==> config.mk <==
export PLATFORM = sky130hd
export DESIGN_NAME = vsm_store
export DESIGN_NICKNAME = d
export VERILOG_FILES = /design/src/rtl/vsm_pkg.sv /design/src/rtl/vsm_store.sv
export SDC_FILE = /design/constraint.sdc
export NUM_CORES = 1
export LEC_CHECK = 0
export BUFFER_PORTS_ARGS = -buffer_cell sky130_fd_sc_hd__buf_2
export CORE_MARGIN = 2
export CORE_UTILIZATION = 60
export CTS_CLUSTER_SIZE = 10
export DETAILED_ROUTE_END_ITERATION = 12
export GPL_TIMING_DRIVEN = 0
export PLACE_DENSITY = 0.76
export SYNTH_ARGS = -nofsm -noshare
export SYNTH_HDL_FRONTEND = slang
export SYNTH_SLANG_ARGS = --single-unit
export TNS_END_PERCENT = 100
==> constraint.sdc <==
create_clock -name clk_i -period 3.2 [get_ports clk_i]
set_input_delay 0.48 -clock clk_i [delete_from_list [all_inputs] [get_ports clk_i]]
set_output_delay 0.48 -clock clk_i [all_outputs]
set_load 0.02 [all_outputs]
==> src/rtl/vsm_pkg.sv <==
// Shared widths, defaults and arithmetic-unit operation codes for the vector softmax.
// Used by every module of the block; depends on nothing.
`default_nettype none

package vsm_pkg;

  localparam int unsigned VEC_LEN_DEF   = 64;
  localparam int unsigned EXP_DEPTH_DEF = 4096;

  localparam int unsigned DATA_W    = 16;  // signed Q4.12 logit
  localparam int unsigned EXP_W     = 16;  // table weight, 65535 stands for 1.0
  localparam int unsigned PROB_W    = 16;  // unsigned Q0.16 result
  localparam int unsigned IDX_SHIFT = 4;   // Q4.12 difference to 1/256 table steps
  localparam int unsigned KEY_W     = DATA_W - IDX_SHIFT;
  localparam int unsigned SUM_W     = 22;  // holds 64 weights of 65535
  localparam int unsigned REM_W     = SUM_W + 1;
  localparam int unsigned QUO_W     = PROB_W + 1;
  localparam int unsigned DIV_STEPS = 16;
  localparam int unsigned STEP_W    = $clog2(DIV_STEPS);

  localparam logic signed [DATA_W-1:0] MAX_RESET = {1'b1, {(DATA_W-1){1'b0}}};

  typedef enum logic [2:0] {
    AOP_HOLD     = 3'd0,
    AOP_CLEAR    = 3'd1,
    AOP_ACC      = 3'd2,
    AOP_DIV_INIT = 3'd3,
    AOP_DIV_STEP = 3'd4
  } aop_e;

endpackage

`default_nettype wire

==> src/rtl/vsm_store.sv <==
// Element memory for one vector: one write port, one registered read port.
// Depends on vsm_pkg for the element width.
`default_nettype none

module vsm_store #(
  parameter int unsigned VEC_LEN = vsm_pkg::VEC_LEN_DEF,
  parameter int unsigned AW      = $clog2(VEC_LEN)
) (
  input  logic                               clk_i,
  input  logic                               we_i,
  input  logic [AW-1:0]                      waddr_i,
  input  logic signed [vsm_pkg::DATA_W-1:0]  wdata_i,
  input  logic [AW-1:0]                      raddr_i,
  output logic signed [vsm_pkg::DATA_W-1:0]  rdata_o
);
  import vsm_pkg::*;

  logic signed [DATA_W-1:0] mem [VEC_LEN];
  logic signed [DATA_W-1:0] rdata_q;

  always_ff @(posedge clk_i) begin
    if (we_i) begin
      mem[waddr_i] <= wdata_i;
    end
    rdata_q <= mem[raddr_i];
  end

  assign rdata_o = rdata_q;

endmodule

`default_nettype wire

* Word-level counts from Yosys, hierarchy flattened
Memories as Yosys holds them, arrays and structs flattened. A register that Yosys moved wholly into a read port is not among the register bits. Index checks and enable logic that the tools add are counted.
Cells by class: mux-type cells 2
Operator list (number):
- $mux 1 | 2
Word-level totals: bits in registers 0, logic and storage cells 3, input port bits 30, output and inout port bits 16, memory bits (writable) 1024, memories 1
Memories:
- mem | words 64, bits a word 16, rd ports 1, clocked after Yosys merged registers in 1, wr ports 1, RTL line vsm_store.sv:18 | logic signed [DATA_W-1:0] mem [VEC_LEN];

* Longest topological paths before layout
depth in word-level cells 2, mapped depth 10, gate-level depth less buffers 5

* Worst setup path before layout
Ideal clock, no wire load.
path kind input -> register, from input port waddr_i[3], to memory mem[48][0] (enable), setup time 0.409 ns, cell stages on the path 4, arrival 2.106 ns, data required time 2.791 ns, path slack 0.685 ns, path buffers 1, cell sequence clkbuf_1 -> nor2b_1 -> nand4b_1 -> nor3_1
RTL lines:
- start, declared | RTL line vsm_store.sv:11 | input logic [AW-1:0] waddr_i,
- end, declared | RTL line vsm_store.sv:18
No word-level cell before the write port.

==> qor.txt <==
Run status - finished clean
Tmin final - 2.72 ns
CP Capture Type - flop
Via/cell ratio - 6.84
Final GP Congestion - 0.925
Fmax - 0.368 GHz
H-tree depth - 3
Clock skew - 0.0236 ns
Crit Path Class - input pin to flop
Yosys warns - 0
Async SR Flop Fraction - 0
Synthesized Nets - 1859
Net count, final - 2048
Die area - 68800 sq um
Top post-synthesis cells by area - edfxtp_1 (77%), mux4_2 (12%), mux2i_1 (2.1%), dfxtp_1 (0.80%), mux2_2 (0.76%)
Hold WC Path Type - input pin to flop
Antenna Nets Post-Route - 0
Final Hold Viols - 0
Clk slew on worst S/H paths - 0.05 ns
Synthesized flop and latch total - 1040
Cts bufs inserted - 114
Req. time, crit path - 3.71 ns
Synth area leader - edfxtp_1
Largest net degree at the start of global routing - 65
Fraction of layout cells with a size suffix above 1 - 0.288
Drt total wl - 98400 um
Setup_tns - 0 ns
Number of flops mapped to enable cells by yosys - 1024
DP HPWL - 60900 um
Smallest hold slack - 0.326 ns
CTS Hold Bufs - 0
Total congestion overflow - 0
Slew HR - 0.0759
Initial antenna violation count - 3
Area grow syn2layout - 12.6%
Max Cap Violations - 0
Clk_lat worst skew - 0.67 ns
RSZ-0062 raised after global routing - false
Slew Limit Fails - 0
Seq/Total Area, Yosys - 0.776
Setup Fix Bufs, Post-CTS - 0
Primary FF master, synth - edfxtp_1
Post-synthesis cell area - 40000 sq um
Syn_area_per_cell - 21.9 sq um
All-Layer GR Usage - 0.288
CTS-repair resized insts - 0
DIE HEIGHT - 262 um
Initial Util - 0.608
Post-synthesis cell type count - 43
CTS Sinks - 1040
Core area - 65900 sq um
First-pass GRT wire length - 141000 um
Period Utilization, post-route - 0.849
DR DRC count - 0
Initial DRC Count - 2900
Vias in the first global route - 20465
Post-Synthesis Cells - 1829
Worst path arrival time - 3.23 ns
Synth top area share - 0.768
# IOs - 46
Port bufs - 38
Pwr dens - 621 nW/um^2
Slew @ Worst Pin - 1.39 ns
Maximum VDD drop - 602 uV
CTS Root Cell - clkbuf_16
Wire length per cell - 33.7 um
Rows - 94
DR pass1 iterations - 6
Crit path launch type - input pin
Die span in x - 262 um
Via count - 19963
Leak pwr - 14.3 nW
CP Max Fanout - 10
# setup viols final - 0
Max clock buf depth - 3
CTS tree - built
==> critical path, stage by stage <==
cell and delay, ns:
buf_2 0.23, buf_4 0.22, buf_2 0.45, mux4_2 0.38, mux2i_1 0.45, a22oi_1 0.19, a31oi_1 0.66, a311oi_1 0.13
==> kinds of logic after synthesis <==
logic type,share of synthesized area
buf+inv,0.0183
compound gates,0.0241
flops,0.776
simple gates,0.0265
mux,0.155
==> routing by layer <==
layer / up-vias / share of wire / global-route usage
met1: 10333 / 0.36 / 0.389
li1: 8015 / - / -
met3: 277 / 0.11 / 0.0692
met2: 1336 / 0.48 / 0.454
met5: - / 0.000081 / 0
met4: 2 / 0.052 / 0.130
==> flip-flops by register name, indices dropped and copies added, names as in the netlist <==
name / flops
rdata_o: 16
mem: 1024
==> worst paths after layout <==
path / end / cells after the start / from / slack, ns
worst min-delay path: mem[48][9] / 1 / wdata_i[9] / 0.33
worst max-delay path: rdata_o[3] / 8 / raddr_i[2] / 0.48
worst max register to register: rdata_o[3] / 5 / mem[18][3] / 0.76
worst min register to register: rdata_o[12] / 4 / mem[36][12] / 0.89
==> metrics by stage <==
| stage | total power, mW | utilization | cell area (sq um) | instances | setup slack [ns] |
|---|---|---|---|---|---|
| after floorplan | 16.2 | - | 40000 | 1829 | 0.685 |
| after global placement | 16.8 | 0.627 | 41300 | 2731 | -0.573 |
| after detailed placement | 16.9 | 0.638 | 42000 | 2765 | -0.00702 |
| after CTS | 28.0 | 0.684 | 45100 | 2916 | 0.684 |
| after global routing | 28.6 | 0.685 | 45100 | 2917 | 0.533 |
| final | 28.0 | 0.685 | 45100 | 2919 | 0.483 |
==> synth_stat cells, types with 3 or more instances <==
cell type,count
a22o_1,6
nor2_1,72
and4_1,5
a211oi_1,8
nand4_1,12
a22oi_1,39
a31oi_1,8
o21ai_1,3
a211o_1,8
nor4_2,3
buf_1,3
mux4_2,220
nand2_1,59
a221oi_1,16
a311oi_1,8
buf_2,36
a21oi_1,17
mux2i_1,85
buf_4,13
nor2b_1,30
a41oi_1,5
clkbuf_1,24
buf_8,3
mux4_1,4
a221o_1,6
buf_6,17
buf_12,5
edfxtp_1,1024
nand3_1,24
mux2_2,27
nand2b_1,3
dfxtp_1,16
o21ai_0,5
==> cell usage in the layout (no fill, tap or decap), types with 6 or more instances in the layout <==
cell type and n:
a22o_1 6, buf_4 14, edfxtp_1 1024, a221o_1 6
nor2_2 64, mux2_2 27, a21oi_1 17, a22oi_1 39
mux2i_1 85, clkbuf_1 52, nand4_1 12, a221oi_1 16
nor2b_1 30, nand3_1 24, buf_2 73, buf_6 20
a311oi_1 8, a211o_1 8, nand2_1 59, buf_8 33
buf_12 6, a211oi_1 8, a31oi_1 8, dfxtp_1 16
nor2_1 10, clkbuf_16 115, mux4_2 220
==> report_power, final <==
part,leakage (nW),switching [mW],internal [mW],total (mW)
Combinational,3.41,1.01,0.523,1.53
Sequential,9.35,0.0305,15.1,15.1
Clock,1.50,4.83,6.50,11.3
Total,14.3,5.87,22.1,28.0
==> layout make-up <==
| class | count | area (sq um) |
|---|---|---|
| Fill cell | 3948 | 20800 |
| Antenna cell | 2 | 5.00 |
| Tap cell | 864 | 1080 |
| Timing Repair Buffer | 73 | 724 |
| Sequential cell | 1040 | 31100 |
| Clock inverter | 8 | 101 |
| Buffer | 104 | 733 |
| Clock buffer | 143 | 2980 |
| Multi-Input combinational cell | 685 | 8400 |
Power figures use the tool's default switching activity.
