File: config.mk
export PLATFORM = sky130hd
export DESIGN_NAME = vsm_arith
export DESIGN_NICKNAME = d
export VERILOG_FILES = /design/src/rtl/vsm_pkg.sv /design/src/rtl/vsm_arith.sv
export SDC_FILE = /design/constraint.sdc
export NUM_CORES = 1
export LEC_CHECK = 0
export BUFFER_PORTS_ARGS = -buffer_cell sky130_fd_sc_hd__buf_2
export CELL_PAD_IN_SITES_DETAIL_PLACEMENT = 1
export CELL_PAD_IN_SITES_GLOBAL_PLACEMENT = 1
export CORE_MARGIN = 4
export CORE_UTILIZATION = 30
export DETAILED_ROUTE_END_ITERATION = 7
export GPL_TIMING_DRIVEN = 0
export HOLD_SLACK_MARGIN = 0.12
export PLACE_DENSITY = 0.62
export SYNTH_ARGS = -nofsm -noshare
export SYNTH_HDL_FRONTEND = slang
export SYNTH_SLANG_ARGS = --single-unit
File: constraint.sdc
create_clock -name clk_i -period 10.5 [get_ports clk_i]
set_clock_uncertainty 0.15 [all_clocks]
set_input_delay 2.1 -clock clk_i [delete_from_list [all_inputs] [get_ports clk_i]]
set_output_delay 2.1 -clock clk_i [all_outputs]
set_load 0.02 [all_outputs]
File: src/rtl/vsm_pkg.sv
// Shared widths, defaults and arithmetic-unit operation codes for the vector softmax.
// Used by every module of the block; depends on nothing.
`default_nettype none

package vsm_pkg;

  localparam int unsigned VEC_LEN_DEF   = 64;
  localparam int unsigned EXP_DEPTH_DEF = 4096;

  localparam int unsigned DATA_W    = 16;  // signed Q4.12 logit
  localparam int unsigned EXP_W     = 16;  // table weight, 65535 stands for 1.0
  localparam int unsigned PROB_W    = 16;  // unsigned Q0.16 result
  localparam int unsigned IDX_SHIFT = 4;   // Q4.12 difference to 1/256 table steps
  localparam int unsigned KEY_W     = DATA_W - IDX_SHIFT;
  localparam int unsigned SUM_W     = 22;  // holds 64 weights of 65535
  localparam int unsigned REM_W     = SUM_W + 1;
  localparam int unsigned QUO_W     = PROB_W + 1;
  localparam int unsigned DIV_STEPS = 16;
  localparam int unsigned STEP_W    = $clog2(DIV_STEPS);

  localparam logic signed [DATA_W-1:0] MAX_RESET = {1'b1, {(DATA_W-1){1'b0}}};

  typedef enum logic [2:0] {
    AOP_HOLD     = 3'd0,
    AOP_CLEAR    = 3'd1,
    AOP_ACC      = 3'd2,
    AOP_DIV_INIT = 3'd3,
    AOP_DIV_STEP = 3'd4
  } aop_e;

endpackage

`default_nettype wire

File: src/rtl/vsm_arith.sv
// Shared add/subtract unit: accumulates the weight sum and runs the restoring
// division of weight * 65536 by that sum, one quotient bit a cycle. Depends on vsm_pkg.
`default_nettype none

module vsm_arith (
  input  logic                        clk_i,
  input  logic                        rst_ni,
  input  vsm_pkg::aop_e               op_i,
  input  logic [vsm_pkg::EXP_W-1:0]   exp_i,
  output logic [vsm_pkg::PROB_W-1:0]  probability_o
);
  import vsm_pkg::*;

  logic [SUM_W-1:0] sum_q, sum_d;
  logic [REM_W-1:0] rem_q, rem_d;
  logic [QUO_W-1:0] quo_q, quo_d;

  logic [REM_W-1:0] a_op, b_op;
  logic             sub;
  logic [REM_W:0]   res;
  logic             ge;

  // Operand selection for the single adder.
  always_comb begin
    a_op = {1'b0, sum_q};
    b_op = REM_W'(exp_i);
    sub  = 1'b0;
    case (op_i)
      AOP_DIV_INIT: begin
        a_op = REM_W'(exp_i);
        b_op = {1'b0, sum_q};
        sub  = 1'b1;
      end
      AOP_DIV_STEP: begin
        // The remainder stays below the sum, so the doubled value fits.
        a_op = {rem_q[REM_W-2:0], 1'b0};
        b_op = {1'b0, sum_q};
        sub  = 1'b1;
      end
      default: begin
      end
    endcase
  end

  assign res = {1'b0, a_op} + (sub ? ~{1'b0, b_op} : {1'b0, b_op}) + (REM_W + 1)'(sub);
  assign ge  = ~res[REM_W];

  always_comb begin
    sum_d = sum_q;
    rem_d = rem_q;
    quo_d = quo_q;
    case (op_i)
      AOP_CLEAR: sum_d = '0;
      AOP_ACC:   sum_d = res[SUM_W-1:0];
      AOP_DIV_INIT: begin
        // The weight never exceeds the sum, so the top quotient bit is set only
        // when they are equal.
        quo_d = QUO_W'(ge);
        rem_d = ge ? res[REM_W-1:0] : a_op;
      end
      AOP_DIV_STEP: begin
        quo_d = {quo_q[QUO_W-2:0], ge};
        rem_d = ge ? res[REM_W-1:0] : a_op;
      end
      default: begin
      end
    endcase
  end

  always_ff @(posedge clk_i or negedge rst_ni) begin
    if (!rst_ni) begin
      sum_q <= '0;
    end else begin
      sum_q <= sum_d;
    end
  end

  always_ff @(posedge clk_i) begin
    rem_q <= rem_d;
    quo_q <= quo_d;
  end

  assign probability_o = quo_q[QUO_W-1] ? {PROB_W{1'b1}} : quo_q[PROB_W-1:0];

endmodule

`default_nettype wire

* After elaboration in Yosys (flattened, before gate mapping)
Index checks and enable logic that the tools add are counted.
** Storage, ports and cells
- Memories :: 0
- Bits in read-only memories :: 0
- Bits of input ports :: 21
- Bits in registers :: 61
- Bits in latches :: 0
- Output and inout port bits :: 16
- RAM bits :: 0
** Operators by class
- Multiplexer cells :: 8
- Equal/unequal tests :: 4
- Add/subtract/negate cells :: 2
- Magnitude comparators :: 0
- Shifts and indexed selects :: 0
- Bitwise operators :: 2
- Divide/modulo/power cells :: 0
- $mul :: 0
- Reduce and logical (&&, ||, !) cells :: 3
** Operators with widths (count)
- $pmux 23 s2 :: 1
- $mux 22 :: 2
- $pmux 22 s2 :: 1
- $pmux 17 s2 :: 1
- $add 23x24->24 :: 1
- $add 24x1->24 :: 1
- $mux 24 :: 1
- $not 23->24 :: 1
- $mux 16 :: 1
- $eq 3x2->1 const B :: 2
- $reduce_bool 2->1 :: 2
- $eq 3x1->1 const B :: 1
- $eq 3x3->1 const B :: 1
- $reduce_or 2->1 :: 1
- $mux 1 :: 1
- $not 1->1 :: 1

* Longest topological paths before layout
- Word-level depth :: 9
- Mapped depth :: 21
- Depth with buffers taken out :: 16

* Worst setup path before layout
No wires, ideal clock.
- Path type :: input to register
- Start point :: input op_i[2]
- End point :: register rem_q[20] (data pin)
- Setup slack :: 2.893 ns
- Path buffers :: 4
- Arrival time :: 7.191 ns
- Stages on the path :: 19
- Setup time :: 0.266 ns
- Cell sequence :: buf_2 -> buf_2 -> and3b_1 -> clkbuf_1 -> nor2_1 -> clkinv_1 -> buf_1 -> a21oi_1 -> fa_1 -> a21o_1 -> a31oi_1 -> a211oi_1 -> o41ai_2 -> o31ai_1 -> a221o_1 -> a221o_1 -> a21oi_1 -> xor2_1 -> o21ai_1
** On the way
- Elaborated cells between the ends (all ways) :: 11
- Those cells by class :: 2 x add/sub; 2 x eq/ne; 5 x mux; 1 x bitwise; 1 x reduce/logical
** RTL lines
- start, declared :: RTL line vsm_arith.sv:8 : input vsm_pkg::aop_e op_i,
- $eq 3x3->1 or $eq 3x2->1 (tied branches) :: RTL line vsm_arith.sv:28 : case (op_i)
- $reduce_or 2->1 (no line) *
- $mux 1 * :: RTL line vsm_arith.sv:28
- named net sub :: RTL line vsm_arith.sv:19 : logic sub;
- $mux 24 :: RTL line vsm_arith.sv:45 : assign res = {1'b0, a_op} + (sub ? ~{1'b0, b_op} : {1'b0, b_op}) + (REM_W + 1)'(sub);
- $add 23x24->24 :: RTL line vsm_arith.sv:45
- $add 24x1->24 * :: RTL line vsm_arith.sv:45
- $mux 22 * :: RTL line vsm_arith.sv:59, vsm_arith.sv:63
- end signal, assigned :: RTL line vsm_arith.sv:79 : rem_q <= rem_d;
- end, declared :: RTL line vsm_arith.sv:15 : logic [REM_W-1:0] rem_q, rem_d;
Mark *: on every way through the listed nets, which the timed path passes. The rest lies on a longest branch.
A chain may end at the register's enable or synchronous reset.

* Worst setup path after layout
Ends and elaborated chain as after synthesis.

==> reports/summary.md <==
The flow ran to the end, and the final reports show no timing, DRC or antenna violations. The post-cts sizing count was 0; the initial core utilization was 0.3055. The completed layout was analyzed and its total power is 1208 µW. Critical path's top delay family: compound AO/OA/AOI/OAI gates. For the number of CTS-inserted buffers, the log shows 9. The element type at the critical path start was an input pin.

The core outline area was 14480 µm². The number of antenna diodes in the final layout is 0. The run gives 0 as the number of violations of the max-capacitance limit. The initial antenna violation count was 0. Counting I/O delays and the setup requirement, the final critical path takes 7764 ps. From left edge to right edge, the die measures 129.4 µm. The number of instances in the synthesized netlist is 486, and the arrival time of data at the critical path endpoint is 7660 ps. The average cell area after synthesis is 9.101 µm². The pre-antenna-repair detailed-routing pass consisted of 4 iterations. The fraction of registers with async set or reset after synthesis works out to 0.3607. The average vias per placed instance was 5.411; the via count of the first global-routing pass was 4125. The buffering stage count on the worst path with inverters included is 7, and the deepest level of the CTS H-tree is 3.

During I/O placement, the number of pins put on the boundary was 37. The library cells used most frequently in the layout, excluding fill and tap cells, are sky130_fd_sc_hd__nand2_1 (66), sky130_fd_sc_hd__nor2_1 (42), sky130_fd_sc_hd__buf_2 (40). In this run the deepest clock path goes through 2 buffers. The remaining routing DRC violations is 0. The clock reaches the later pin of the worst-skew pair after 330 ps. At the end of the flow, the number of nets in the layout was 574. The highest ir drop seen on vdd was 0.1023 mV; the hold buffer count at CTS was 0. The tools report the number of distinct library cell variants in the gate-level netlist after synthesis as 68. The tightest min-delay check is of the reg -> reg type.

Max-slew violation total from the final report: 0. In this run the clock root is driven by a sky130_fd_sc_hd__clkbuf_16. During synthesis, Yosys emitted a total of 0 warnings. In this run, the number of DRC markers left after iteration 0 of detailed routing was 265.

The total negative slack for setup checks is 0 ps. The tools report the final-report hold violation count as 0. The run gives 44 as the floorplan row count. The power density over cell area was 235.8 nW/µm².

Fraction of final layout cells sized beyond drive strength 1: 0.1803. After filler insertion, the fill cell instance count of the layout stands at 1734. The largest fanout on the critical path came out at 30. The portion of the post-synthesis area used by sequential elements is 0.3893.

The signal on the critical path passes through buf_2, buf_2, buf_2, and3b_1, clkbuf_1, nor2_1, clkinv_1, buf_2, buf_12, a21oi_1, fa_1, a21o_1, a31oi_1, a211oi_1, o41ai_2, o31ai_1, a221o_1, a221o_1, a21oi_1, xor2_1, o21ai_1. In this run the remaining antenna-violating nets after routing total 0. Overall die area: 16750 µm².

The count of input and output buffers was 35. In the synthesized netlist the dominant register cell turns out to be sky130_fd_sc_hd__edfxtp_1. For the worst setup path, the data required time is 10400 ps. The post-synth design cell area came out at 4423 µm². The wire length per cell after detailed routing came out at 19.57 µm. Synthesis inferred 61 register bits. The share of the clock period used by the worst path is 0.7394, and the global-route wire length before repair is 22540 µm.

The synthesized design contains 39 enable-type register cells. The y dimension of the die was 129.4 µm; the worst-case headroom to the max-slew limit was 0.2817. Clock-pin slew was measured on the worst setup and hold paths at 50 ps. In this design, the stage delay of the slowest critical-path cell is 510 ps. Setup repair after global routing left no endpoint under its margin.

Static timing analysis puts the maximum clock frequency at 128.8 MHz. Sort of element at the end of the critical path: a register. Total clock sinks: 61. The critical path is of the in -> reg type.

From synthesis to final layout, the design area changed by 15.81%. The tools report the placer congestion estimate as 0.8303. The library cell used most frequently in the layout, excluding fill and tap cells, is sky130_fd_sc_hd__nand2_1. The overflow left after global routing is 0, and the routed wire length is 14130 µm. Setup violations remaining at the end of the flow were counted as 0. The largest net degree at the start of global routing was 31; the placed wire-length estimate was 10100 µm. The slowest stage of the critical path is the sky130_fd_sc_hd__clkbuf_1 cell.

The total number of vias came out at 3907. The tools report the number of setup buffers added after CTS as 0. Summed over all cells, the static leakage comes to 0.002147 µW. For the pin with the worst max-slew slack, the measured transition is 1072 ps. The tools report the total track usage as 0.1742. TritonCTS built the clock tree. The dominant cell type by count on the critical path is sky130_fd_sc_hd__buf_2. Synthesis produced a netlist with a net count of 527.
-- Yosys cell counts (3+ instances only) --
cell	n	area, µm²
sky130_fd_sc_hd__clkbuf_1	16	60.06
sky130_fd_sc_hd__o21ai_0	20	100.1
sky130_fd_sc_hd__buf_6	3	33.78
sky130_fd_sc_hd__o22ai_1	3	18.77
sky130_fd_sc_hd__buf_2	4	20.02
sky130_fd_sc_hd__dfrtp_1	22	550.5
sky130_fd_sc_hd__inv_1	8	30.03
sky130_fd_sc_hd__xnor2_1	11	96.34
sky130_fd_sc_hd__edfxtp_1	39	1171
sky130_fd_sc_hd__mux2_4	4	60.06
sky130_fd_sc_hd__o21a_1	4	30.03
sky130_fd_sc_hd__nand3b_1	5	37.54
sky130_fd_sc_hd__a31oi_1	7	43.79
sky130_fd_sc_hd__or3b_1	3	26.28
sky130_fd_sc_hd__ha_1	19	237.7
sky130_fd_sc_hd__xor2_1	11	96.34
sky130_fd_sc_hd__and2_1	19	118.9
sky130_fd_sc_hd__nor2_1	42	157.7
sky130_fd_sc_hd__a22o_1	12	105.1
sky130_fd_sc_hd__nor3_1	10	50.05
sky130_fd_sc_hd__and3_1	5	31.28
sky130_fd_sc_hd__nand3_1	4	20.02
sky130_fd_sc_hd__or2_2	17	106.4
sky130_fd_sc_hd__a22oi_1	11	82.58
sky130_fd_sc_hd__o31ai_1	5	37.54
sky130_fd_sc_hd__nand2_1	66	247.7
sky130_fd_sc_hd__o21ai_1	11	55.05
sky130_fd_sc_hd__a21oi_1	35	175.2
sky130_fd_sc_hd__a21o_1	14	105.1
sky130_fd_sc_hd__nand2b_1	8	50.05
-- worst reg2reg max path, cell delays in order (launching register included) --
cell and delay [ps]:
sky130_fd_sc_hd__dfrtp_1 440, sky130_fd_sc_hd__nand2_1 140, sky130_fd_sc_hd__o22ai_1 130, sky130_fd_sc_hd__or2_2 340, sky130_fd_sc_hd__fa_1 420, sky130_fd_sc_hd__a21o_1 220
sky130_fd_sc_hd__a31oi_1 210, sky130_fd_sc_hd__a211oi_1 110, sky130_fd_sc_hd__o41ai_2 500, sky130_fd_sc_hd__o31ai_1 210, sky130_fd_sc_hd__a221o_1 390, sky130_fd_sc_hd__a221o_1 310
sky130_fd_sc_hd__a21oi_1 170, sky130_fd_sc_hd__xor2_1 220, sky130_fd_sc_hd__o21ai_1 90
-- registers in the layout, indices dropped and copies added, names as in the netlist --
register  cells
quo_q        17
rem_q        22
sum_q        22
-- layout make-up --
type	count	area [µm²]	area share
multi-input combinational	389	2540	0.4958
sequential	61	1722	0.3361
tap	184	230.2	0.04494
clock buffer	9	225.2	0.04397
timing repair buffer	36	195.2	0.03810
buffer	26	130.1	0.02540
clock inverter	7	42.54	0.008305
inverter	10	37.54	0.007328
-- routing by layer --
metal,vias up,global-route usage,share of wire
li1,1864,-,-
met1,1968,0.2322,0.47
met2,64,0.2979,0.48
met3,11,0.02968,0.041
met4,0,0.03851,0.0089
met5,-,0,0
-- where the power goes --
| part | internal, µW | total [µW] | switching, µW | leakage [µW] |
|---|---|---|---|---|
| Sequential | 337 | 379 | 41.6 | 0.000659 |
| Combinational | 241 | 557 | 317 | 0.00136 |
| Clock | 158 | 272 | 114 | 0.000129 |
-- logic make-up after synthesis --
family	after synthesis	share of synthesized area
AND/OR/NAND/NOR	196	0.2229
AO/OA/AOI/OAI	146	0.2323
flip-flops	61	0.3893
buffers and inverters	36	0.03762
XOR/XNOR	22	0.04356
adder cells (fa/ha/maj)	20	0.05828
multiplexers	5	0.01612
-- stage by stage --
stage,instance area (µm²),util,instances,hold slack (ps),setup WS [ps]
floorplan,4423,-,486,321.5,2893
global placement,4828,0.3335,705,338.6,648.9
detailed placement,4855,0.3353,706,348.9,2394
CTS,5122,0.3538,722,361.7,2684
global route,5122,0.3538,722,397.5,2404
finish,5122,0.3538,722,362.1,2736
-- path summary, 6_finish.rpt --
kind | startpoint | end | slack, ps | depth (start not counted)
min in group asynchronous | rst_ni | sum_q[11] | 1650 | 1
max | op_i[2] | rem_q[20] | 2740 | 21
min | sum_q[6] | sum_q[6] | 360 | 2
max in group asynchronous | rst_ni | sum_q[20] | 8100 | 1
max reg2reg | sum_q[0] | rem_q[20] | 6180 | 14
min reg2reg | sum_q[6] | sum_q[6] | 360 | 2
Power figures use the tool's default switching activity.
